`src/hw/rtl/page_directory_state_tracker_assert.svh`:
```
// Assertion macros for the page directory state tracker.
`ifndef PAGE_DIRECTORY_STATE_TRACKER_ASSERT_SVH
`define PAGE_DIRECTORY_STATE_TRACKER_ASSERT_SVH

`ifndef SYNTHESIS

// Same-cycle implication, sampled on clk, off while in reset.
`define PDST_ASSERT_NOW(label, ante, cons) \
    label: assert property (@(posedge clk) disable iff (!rst_n) (ante) |-> (cons)) \
        else $error("pdst assertion failed");

// Next-cycle implication, sampled on clk, off while in reset.
`define PDST_ASSERT_NEXT(label, ante, cons) \
    label: assert property (@(posedge clk) disable iff (!rst_n) (ante) |=> (cons)) \
        else $error("pdst assertion failed");

`else

`define PDST_ASSERT_NOW(label, ante, cons)
`define PDST_ASSERT_NEXT(label, ante, cons)

`endif

`endif

```
`src/hw/rtl/pdst_ram.sv`:
```
// Generic single-port-write, single-port-read RAM with registered read data.
module pdst_ram #(
    parameter int WIDTH = 8,
    parameter int DEPTH = 16,
    localparam int ADDR_BITS = (DEPTH > 1) ? $clog2(DEPTH) : 1
) (
    input  logic                 clk,
    input  logic                 we,
    input  logic [ADDR_BITS-1:0] waddr,
    input  logic [WIDTH-1:0]     wdata,
    input  logic                 re,
    input  logic [ADDR_BITS-1:0] raddr,
    output logic [WIDTH-1:0]     rdata
);

    logic [WIDTH-1:0] mem [DEPTH];
    logic [WIDTH-1:0] rdata_reg;

    always_ff @(posedge clk)
    begin
        if (we)
        begin
            mem[waddr] <= wdata;
        end
        if (re)
        begin
            rdata_reg <= mem[raddr];
        end
    end

    assign rdata = rdata_reg;

endmodule

```
`config.mk`:
```
export PLATFORM = sky130hd
export DESIGN_NAME = pdst_ram
export DESIGN_NICKNAME = d
export VERILOG_FILES = /design/src/hw/rtl/page_directory_state_tracker_assert.svh /design/src/hw/rtl/pdst_ram.sv
export SDC_FILE = /design/constraint.sdc
export NUM_CORES = 1
export LEC_CHECK = 0
export BUFFER_PORTS_ARGS = -buffer_cell sky130_fd_sc_hd__buf_2
export CAP_MARGIN = 5
export CORE_ASPECT_RATIO = 1.2
export CORE_MARGIN = 8
export CORE_UTILIZATION = 41
export DETAILED_ROUTE_END_ITERATION = 7
export SLEW_MARGIN = 10
export SYNTH_ARGS = -nofsm -noshare
export SYNTH_HDL_FRONTEND = slang
export SYNTH_SLANG_ARGS = --single-unit
export TNS_END_PERCENT = 1
```
`constraint.sdc`:
```
create_clock -name clk -period 2.5 [get_ports clk]
set_input_delay 0.375 -clock clk [delete_from_list [all_inputs] [get_ports clk]]
set_output_delay 0.375 -clock clk [all_outputs]
set_load 0.01 [all_outputs]
```
==> results.ini, run 1 <==
[detailed_routing]
ant_nets = 0
drt_iter0_drc = 182
via_per_inst = 5.31
routedWlPerCell_um = 21.5
via_count = 2469
dr.pass1.iters = 4
remaining_drc_errors = 0
routed_wl_mm = 10.0

[sta]
fin_skew_ns = 0.00674
final-setup-viol-count = 0
drv_slew = 0
fmax_mhz = 554
min_period_ns = 1.80
slew-limit-headroom_pct = 53.6
fin_setup_tns_ns = 0
worstMarginPinSlew_ns = 0.695
fin_crit_sh_pct = 72.2
hold_viol_final = 0
rsz0062_at_grt = no

[yosys]
synth_top_area_share_pct = 78.1
ys_seq_elements = 136
synth_cells = 229
synth_seq_area_share_pct = 78.1
syn_nets = 248
avgSynthCellArea_um2 = 22.8
yosys_warnings = 0
syn_area_um2 = 5230
netlist_top_cells_area = edfxtp_1, mux4_2, mux4_1, a22oi_1, nor2_1
synth_top_cell_by_area = edfxtp_1
synth_top_flop_cell = edfxtp_1
synth.distinct_cells = 18
async_reset_ff_share_pct = 0
synth_edf_count = 136

[power_and_ir_drop]
p_leak_uw = 0.00214
vdd_drop_max_mv = 0.509
power_uw = 5460
p_per_area_nw_per_um2 = 865

[clock_network]
numCtsBuffers = 17
cts_resized = 0
clk_pin_slew_worst_paths_ns = 0.06
htree_num_levels = 4
tritoncts = yes
postCtsHoldBufs = 0
clockBufferDepth = 2
clockRootBuffer = clkbuf_16
insertion_delay_ns = 0.41
cts.sinks = 136
post_cts_buffers = 0

[setup_path]
worstPathArrival_ns = 1.96
start_kind = input port
endpoint_kind = register
worstPathMaxFanout = 16
critPathKind = in -> reg
required_ns = 2.65

[floorplan]
num_io_pins = 27
start_util_pct = 41.6
die-area_um2 = 16600
die_w_um = 119
die_y_um = 140
num_rows = 45
core_um2 = 12600

[global_route]
antenna_found_initial = 0
grt_pass1_vias = 2716
grt_max_degree = 17
gr-total-overflow = 0
grt_use_total_pct = 13.0
grt_pass1_wl_mm = 15.7

[cells_and_area]
largest_reg_flops = 128
fin_util_pct = 50.3
synthToLayoutAreaGrowth_pct = 20.9
drive_above_1_share_pct = 32.6
fill_cells = 992
nNetsFinal = 308
antenna_cells = 0
stdcell_count = 465

[place]
port_buffers = 26
dpl.cell_count = 434
place_congestion = 0.717
dp_hpwl_mm = 6.85

[flow_run]
maxCapViolations = 0

[min_path]
hp-class = in -> reg

[outcome]
status = completed

[cell type report]
type                       instances  area (um2)  area share, %
tap                              164         205           3.25
clock buffer                      17         425           6.73
sequential                       136        4080           64.6
clock inverter                    14         205           3.25
timing repair buffer              51         343           5.42
multi-input combinational         83        1060           16.7
[cell families (layout without fill, tap and decap cells)]
family                 after synthesis  count (layout)  share of synthesized area (%)
muxes                               32              32                           14.8
buffers and inverters               10              82                           1.65
and+or+nand+nor                     35              35                           3.14
AOI/OAI and AO/OA                   16              16                           2.30
DFF                                136             136                           78.1
[worst max-delay path: stages]
cell and delay [ns]:
buf_2 0.44, buf_12 0.22, mux4_1 0.55, a22oi_1 0.28
nand2_1 0.07
[worst paths after layout]
check / cells after the start / slack [ns] / end / start
setup / recovery: 5 / 0.70 / rdata[5]$_DFFE_PP_ / raddr[0]
hold / removal: 1 / 0.33 / rdata[1]$_DFFE_PP_ / re
setup reg to reg: 3 / 0.96 / rdata[2]$_DFFE_PP_ / mem[5][2]$_DFFE_PP_
hold reg to reg: 3 / 0.74 / rdata[1]$_DFFE_PP_ / mem[14][1]$_DFFE_PP_
[per-layer routing]
| layer | global-route usage, % | part of all wire (%) | up-vias |
|---|---|---|---|
| li1 | - | - | 1103 |
| met1 | 15.4 | 43 | 1276 |
| met2 | 20.9 | 50 | 75 |
| met3 | 3.68 | 4.5 | 15 |
| met4 | 7.47 | 2.1 | 0 |
| met5 | 0 | 0 | - |
[where the power goes]
| part | internal [uW] | switching [uW] |
|---|---|---|
| clock network | 1750 | 890 |
| logic | 104 | 138 |
| registers | 2570 | 11.9 |
[cells in the mapped netlist, types with 2 or more instances]
cell               n
edfxtp_1         136
mux4_2            18
a22oi_1           16
mux4_1            14
nor2_1            13
nand2_1            9
nor3_1             4
buf_2              3
buf_6              3
clkdlybuf4s25_2    3
nand2b_1           2
nand3b_1           2
[cell usage in the layout (no fill, tap or decap), drive strengths merged]
| cell type | instances |
|---|---|
| edfxtp | 136 |
| buf | 51 |
| mux4 | 32 |
| clkbuf | 17 |
| a22oi | 16 |
| nor2 | 13 |
| nand2 | 9 |
| bufinv | 5 |
| nor3 | 4 |
| clkinvlp | 4 |
| clkinv | 4 |
| nand3b | 2 |
| nand2b | 2 |
| nor2b | 1 |
| and2 | 1 |
| and2b | 1 |
| nand3 | 1 |
| or3b | 1 |
| inv | 1 |
[metrics by stage]
step | hold WS (ns) | cell area, um2 | setup slack [ns]
floorplan | 0.474 | 5230 | 0.632
global placement | 0.729 | 5690 | 0.263
detailed placement | 0.731 | 5690 | 0.239
CTS | 0.312 | 6320 | 0.677
global route | 0.317 | 6320 | 0.627
finish | 0.327 | 6320 | 0.696
(Power assumes the default switching activity.)
==> inputs of run 2 (changes only) <==
--- a/config.mk
+++ b/config.mk
@@ -5,6 +5,7 @@
 export SDC_FILE = /design/constraint.sdc
 export NUM_CORES = 1
 export LEC_CHECK = 0
+export ABC_AREA = 1
 export BUFFER_PORTS_ARGS = -buffer_cell sky130_fd_sc_hd__buf_2
 export CAP_MARGIN = 5
 export CORE_ASPECT_RATIO = 1.2
==> constraint.sdc (replaced) <==
create_clock -name clk -period 1.8 [get_ports clk]
set_input_delay 0.27 -clock clk [delete_from_list [all_inputs] [get_ports clk]]
set_output_delay 0.27 -clock clk [all_outputs]
set_load 0.01 [all_outputs]
==> run 2 against run 1 <==
- utilization decreased by 1.8 points
- synthesized area up 12%
- synthesized cell count rose by 140%
- setup slack got worse by 0.15 ns
- worst hold slack worse by 0.080 ns
- sequential share of layout area is 5.3 points lower
- non-clock buffer count rose by 1
- largest power group unchanged
- power is 41% higher
==> results.ini, run 2 <==
[setup_path]
worst-path-buf-inv = 1  ; -1
worstPathCellList = buf_2
ff2ff_setup_slack_ns = 0.65  ; -0.31 ns
worstPathArrival_ns = 0.98  ; -0.98 ns
critical_path.slowest_cell = edfxtp_1
required_ns = 1.53  ; -1.12 ns
worstPathMaxFanout = 1  ; -15
critPathTopFamily = flip-flops
start_kind = register
reg2reg_from = mem[2][5]$_DFFE_PP_
r2r.worst_path.cells = 6  ; +3
endpoint_kind = output port
critPathKind = reg -> out
rr_endpoint = rdata[5]$_DFFE_PP_
max_stage_delay_ns = 0.41  ; -0.14 ns

[clock_network]
tritoncts = yes
clockBufferDepth = 2  ; unchanged
clockRootBuffer = clkbuf_16
postCtsHoldBufs = 0  ; unchanged
post_cts_buffers = 0  ; unchanged
htree_num_levels = 4  ; unchanged
numCtsBuffers = 17  ; unchanged
cts.sinks = 136  ; unchanged
insertion_delay_ns = 0.41  ; about the same
clk_pin_slew_worst_paths_ns = 0.06  ; about the same
cts_resized = 0  ; unchanged

[global_route]
grt_use_total_pct = 15.0  ; +1.9 points
gr-total-overflow = 0  ; unchanged
grt_pass1_vias = 3793  ; +40%
grt_pass1_wl_mm = 20.6  ; +32%
antenna_found_initial = 0  ; unchanged
grt_max_degree = 39  ; +22

[min_path]
hold_depth = 1  ; unchanged
holdPathEnd = rdata[5]$_DFFE_PP_
hp-class = in -> reg
hp-start = re

[floorplan]
start_util_pct = 41.3  ; -0.38 points
die_w_um = 125  ; +5.0%
core_um2 = 14200  ; +13%
num_rows = 48  ; +6.7%
num_io_pins = 27  ; unchanged
die-area_um2 = 18400  ; +10%
die_y_um = 147  ; +5.1%

[yosys]
synth.distinct_cells = 11  ; -7
synth_top_cell_by_area = edfxtp_1
synth_edf_count = 136  ; unchanged
yosys_warnings = 0  ; unchanged
synth_most_common_cell = nand2_1
syn_nets = 570  ; +130%
synth_top_flop_cell = edfxtp_1
synth_seq_area_share_pct = 69.8  ; -8.3 points
ys_seq_elements = 136  ; unchanged
yosys-top-cells-count = nand2_1, edfxtp_1, inv_1, nand3_1, nor2_1
syn_area_um2 = 5850  ; +12%
netlist_top_cells_area = edfxtp_1, nand2_1, nand3_1, inv_1, buf_6
synth_cells = 551  ; +140%
synth_top_area_share_pct = 69.8  ; -8.3 points
async_reset_ff_share_pct = 0  ; unchanged
avgSynthCellArea_um2 = 10.6  ; -54%

[sta]
setup_ws_ns = 0.548  ; -0.148 ns
drv_slew = 0  ; unchanged
fin_setup_tns_ns = 0  ; unchanged
fin_hold_ws_ns = 0.247  ; -0.0801 ns
worstMarginPinSlew_ns = 0.575  ; -0.120 ns
rsz0062_at_grt = no
fin_crit_sh_pct = 69.6
min_period_ns = 1.25
hold_viol_final = 0  ; unchanged
final-setup-viol-count = 0  ; unchanged
fin_skew_ns = 0.0155  ; +0.00876 ns
slew-limit-headroom_pct = 61.6  ; +8.0 points
fmax_mhz = 799

[power_and_ir_drop]
power_uw = 7680  ; +41%
vdd_drop_max_mv = 0.615  ; +21%
p_leak_uw = 0.00298  ; +39%
p_per_area_nw_per_um2 = 1120  ; +29%

[cells_and_area]
synthToLayoutAreaGrowth_pct = 17.7
layout.area.seq_um2 = 4080  ; unchanged
drive_above_1_share_pct = 13.6  ; -19 points
final_common_cell = nand2_1
multiInputGateArea_um2 = 1210  ; +15%
antenna_cells = 0  ; unchanged
fill_cells = 1261  ; +27%
fin_util_pct = 48.6  ; -1.8 points
nNetsFinal = 617  ; +100%
final_cell_mix = nand2_1, edfxtp_1, inv_1, nand3_1, buf_2
largest_reg_flops = 128  ; unchanged

[place]
place_congestion = 0.804  ; +12%
dp_slack_ns = 0.309  ; +0.0698 ns
dp_hpwl_mm = 8.57  ; +25%
port_buffers = 26  ; unchanged

[detailed_routing]
remaining_drc_errors = 0  ; unchanged
routedWlPerCell_um = 16.5  ; -24%
via_per_inst = 4.79  ; -9.8%
via_count = 3758  ; +52%
drt_iter0_drc = 262  ; +44%
dr.pass1.iters = 4  ; unchanged
routed_wl_mm = 12.9  ; +29%
ant_nets = 0  ; unchanged

[outcome]
status = completed

[flow_run]
maxCapViolations = 0  ; unchanged

==> run 2: changes by cell type after synthesis, sizes merged, moves of 2 or more <==
cell,delta
mux4,-32
buf,+17
nand2,+164
nor3,-4
nor2,+4
a22oi,-16
inv,+102
nand2b,-2
nand3,+96
clkdlybuf4s25,-3
==> run 2: logic make-up after synthesis <==
family,count (synthesis),share of synthesized area (%)
AND/OR/NAND/NOR,289,20.8
flip-flops,136,69.8
buffers and inverters,126,9.39
==> run 2: power breakdown <==
group          total [uW]  switching (uW)  internal (uW)  leakage, uW
registers            3590            19.3           3570      0.00124
logic                 427             296            131      0.00144
clock network        3660            1220           2440     0.000308
==> run 2: layout make-up <==
class / count / share of cell area [%]
Inverter: 102 / 5.56
Clock inverter: 13 / 2.95
Multi-Input combinational cell: 289 / 17.6
Timing Repair Buffer: 52 / 5.09
Clock buffer: 18 / 6.24
Tap cell: 175 / 3.18
Sequential cell: 136 / 59.3
==> run 2: through the flow <==
step	std cells	instance area, um2
6_report	785	6880
2_1_floorplan	551	5850
4_1_cts	785	6880
3_3_place_gp	754	6250
5_1_grt	785	6880
3_5_place_dp	754	6250
==> run 2: how the worst max path moves through the flow <==
stage / end / from / slack, ns / depth (start not counted)
floorplan: mem[10][0]$_DFFE_PP_ / waddr[2] / 0.58 / 2
global route: rdata[4] / rdata[4]$_DFFE_PP_ / 0.50 / 1
finish: rdata[2] / rdata[2]$_DFFE_PP_ / 0.55 / 1
CTS: rdata[1] / rdata[1]$_DFFE_PP_ / 0.52 / 1
global placement: rdata[6]$_DFFE_PP_ / raddr[1] / 0.32 / 6
detailed placement: rdata[7]$_DFFE_PP_ / raddr[1] / 0.31 / 6
==> run 2: routing by layer <==
layer / track usage (%) / vias up / routed length (um)
met5: 0 / - / 0
met4: 6.16 / 0 / 159
met3: 3.77 / 9 / 687
met2: 26.7 / 102 / 6900
met1: 16.7 / 1772 / 5180
li1: - / 1875 / -
==> inputs of run 3 (changes only) <==
--- a/config.mk
+++ b/config.mk
@@ -5,7 +5,7 @@
 export SDC_FILE = /design/constraint.sdc
 export NUM_CORES = 1
 export LEC_CHECK = 0
-export ABC_AREA = 1
+export ABC_AREA = 0
 export BUFFER_PORTS_ARGS = -buffer_cell sky130_fd_sc_hd__buf_2
 export CAP_MARGIN = 5
 export CORE_ASPECT_RATIO = 1.2
==> constraint.sdc (replaced) <==
create_clock -name clk -period 1.2 [get_ports clk]
set_input_delay 0.18 -clock clk [delete_from_list [all_inputs] [get_ports clk]]
set_output_delay 0.18 -clock clk [all_outputs]
set_load 0.01 [all_outputs]
==> run 3 against run 2 <==
- the run now ends with setup timing left
- wire length shrank 22%
- clock power rose by 30%
- worst hold slack lost 0.093 ns
- clock skew decreased by 0.0055 ns
- setup slack got worse by 0.73 ns
- final area shrank 8.1%
- utilization grew 1.8 points
- critical path type is now reg -> reg
- sequential share of layout area up 5.2 points
- global-route usage fell by 1.7 points
- critical path depth grew 2
- count of clock-buffer cells in the layout is 3 higher
==> results.ini, run 3 (synthesis gave the netlist of run 1 again) <==
[clock_network]
clk_pin_slew_worst_paths_ns = 0.06  ; about the same
tritoncts = yes
insertion_delay_ns = 0.41  ; about the same
postCtsHoldBufs = 0  ; unchanged
htree_num_levels = 4  ; unchanged
post_cts_buffers = 0  ; unchanged
clockBufferDepth = 2  ; unchanged
clockRootBuffer = clkbuf_16
numCtsBuffers = 17  ; unchanged
cts.sinks = 136  ; unchanged

[cells_and_area]
final_common_cell = edfxtp_1
final_cell_mix = edfxtp_1, mux4_2, buf_4, buf_2, clkbuf_16
stdcell_count = 472  ; -40%
drive_above_1_share_pct = 41.6  ; +28 points
largest_reg_flops = 128  ; unchanged
nNetsFinal = 314  ; -49%
synthToLayoutAreaGrowth_pct = 20.9
antenna_cells = 0  ; unchanged

[setup_path]
critPathKind = reg -> reg
worstPathArrival_ns = 1.53  ; +0.55 ns
rr_endpoint = rdata[4]$_DFFE_PP_
endpoint_kind = register
ff2ff_setup_slack_ns = -0.18  ; -0.83 ns
reg2reg_from = mem[11][4]$_DFFE_PP_
worstPathMaxFanout = 1  ; unchanged
start_kind = register
r2r.worst_path.cells = 3  ; -3
required_ns = 1.35  ; -0.18 ns

[global_route]
gr-total-overflow = 0  ; unchanged
grt_util_met1_pct = 16.2  ; -0.53 points
grt_pass1_wl_mm = 15.8  ; -23%
grt_max_degree = 17  ; -56%
grtUsageMet2_pct = 20.5  ; -6.2 points
use_met3_pct = 4.45  ; +0.68 points
grt_pass1_vias = 2586  ; -32%
grt.busiest_layer = met2
antenna_found_initial = 0  ; unchanged
grt_use_total_pct = 13.2  ; -1.7 points

[min_path]
holdPathEnd = rdata[7]$_DFFE_PP_
hp-start = re
hold_depth = 1  ; unchanged
hp-class = in -> reg

[detailed_routing]
via_count = 2466  ; -34%
via_per_inst = 5.22  ; +9.1%
routedWlPerCell_um = 21.5  ; +31%
ant_nets = 0  ; unchanged
remaining_drc_errors = 0  ; unchanged
routed_wl_mm = 10.1  ; -22%
dr.pass1.iters = 4  ; unchanged
drt_iter0_drc = 217  ; -17%

[sta]
final-setup-viol-count = 9  ; +9
drv_slew = 0  ; unchanged
fmax_mhz = 725
worstMarginPinSlew_ns = 0.931  ; +0.356 ns
fin_skew_ns = 0.0100  ; -0.00547 ns
fin_crit_sh_pct = 115
hold_viol_final = 0  ; unchanged
setup_ws_ns = -0.179  ; -0.727 ns
rsz0062_at_grt = yes
fin_setup_tns_ns = -1.31  ; -1.31 ns
slew-limit-headroom_pct = 37.8  ; -24 points
min_period_ns = 1.38

[floorplan]
start_util_pct = 41.6  ; +0.38 points
die_y_um = 140  ; -4.9%
die-area_um2 = 16600  ; -9.4%
die_w_um = 119  ; -4.8%
num_rows = 45  ; -6.3%
core_um2 = 12600  ; -11%
num_io_pins = 27  ; unchanged

[flow_run]
maxCapViolations = 0  ; unchanged

[power_and_ir_drop]
p_per_area_nw_per_um2 = 1700  ; +52%
vdd_drop_max_mv = 0.796  ; +30%
p_leak_uw = 0.00210  ; -30%

[place]
port_buffers = 26  ; unchanged
place_congestion = 0.751  ; -6.6%
dpl.cell_count = 440  ; -42%
dp_hpwl_mm = 6.85  ; -20%

[outcome]
status = finished, violations left
violations = setup timing

run 3: cell types whose count changed in the layout (fill, tap and decap cells not counted), sizes merged, moves of 4 or more:
cell   delta
nor3      +4
nor2      -4
mux4     +32
buf       +5
a22oi    +16
inv     -103
nand3    -96
nand2   -164
run 3: repair_timing:
action                                  CTS  global route
hold endpoints to repair                  0             0
resized for setup                        10             1
endpoints found under the setup margin    9            11
pin swaps                                 5             2
run 3: power by group:
part           total, uW  switching, uW  internal (uW)  leakage, uW
Clock               4770           1760           3010     0.000265
Combinational        558            311            248     0.000600
Sequential          5390           31.3           5360      0.00124
run 3: final cells by class:
type,count,area [um2]
Fill cell,981,6230
Sequential cell,136,4080
Multi-Input combinational cell,83,1070
Clock buffer,21,440
Timing Repair Buffer,57,413
Tap cell,164,205
Clock inverter,11,106
run 3: worst max-delay path, cell delays in order, from the launching register on:
cell and delay (ns):
edfxtp_1 0.36, mux4_2 0.49, a22oi_2 0.19, nand2_1 0.08
run 3: how the worst max path moves through the flow:
| stage | startpoint | end | slack (ns) | cells past startpoint |
|---|---|---|---|---|
| after detailed placement | raddr[0] | rdata[6]$_DFFE_PP_ | -0.53 | 5 |
| after CTS | mem[2][7]$_DFFE_PP_ | rdata[7]$_DFFE_PP_ | -0.19 | 3 |
| after global routing | mem[11][4]$_DFFE_PP_ | rdata[4]$_DFFE_PP_ | -0.25 | 3 |
| after global placement | raddr[0] | rdata[2]$_DFFE_PP_ | -0.52 | 5 |
| final | mem[11][4]$_DFFE_PP_ | rdata[4]$_DFFE_PP_ | -0.18 | 3 |
| after floorplan | raddr[0] | rdata[1]$_DFFE_PP_ | -0.18 | 5 |
run 3: routing by layer:
layer,up-vias,part of all wire [%]
met2,75,50
met3,15,4.8
li1,1100,-
met4,0,2.6
met5,-,0
met1,1276,43
run 3: metrics by stage:
stage | hold slack, ns | instance area, um2 | power (uW) | setup slack (ns) | utilization, %
global placement | 0.567 | 5730 | 6020 | -0.520 | 45.6
floorplan | 0.279 | 5230 | 5780 | -0.180 | -
finish | 0.154 | 6320 | 10700 | -0.179 | 50.4
CTS | 0.147 | 6320 | 10800 | -0.188 | 50.3
detailed placement | 0.579 | 5730 | 6030 | -0.530 | 45.6
global route | 0.142 | 6320 | 11100 | -0.252 | 50.4
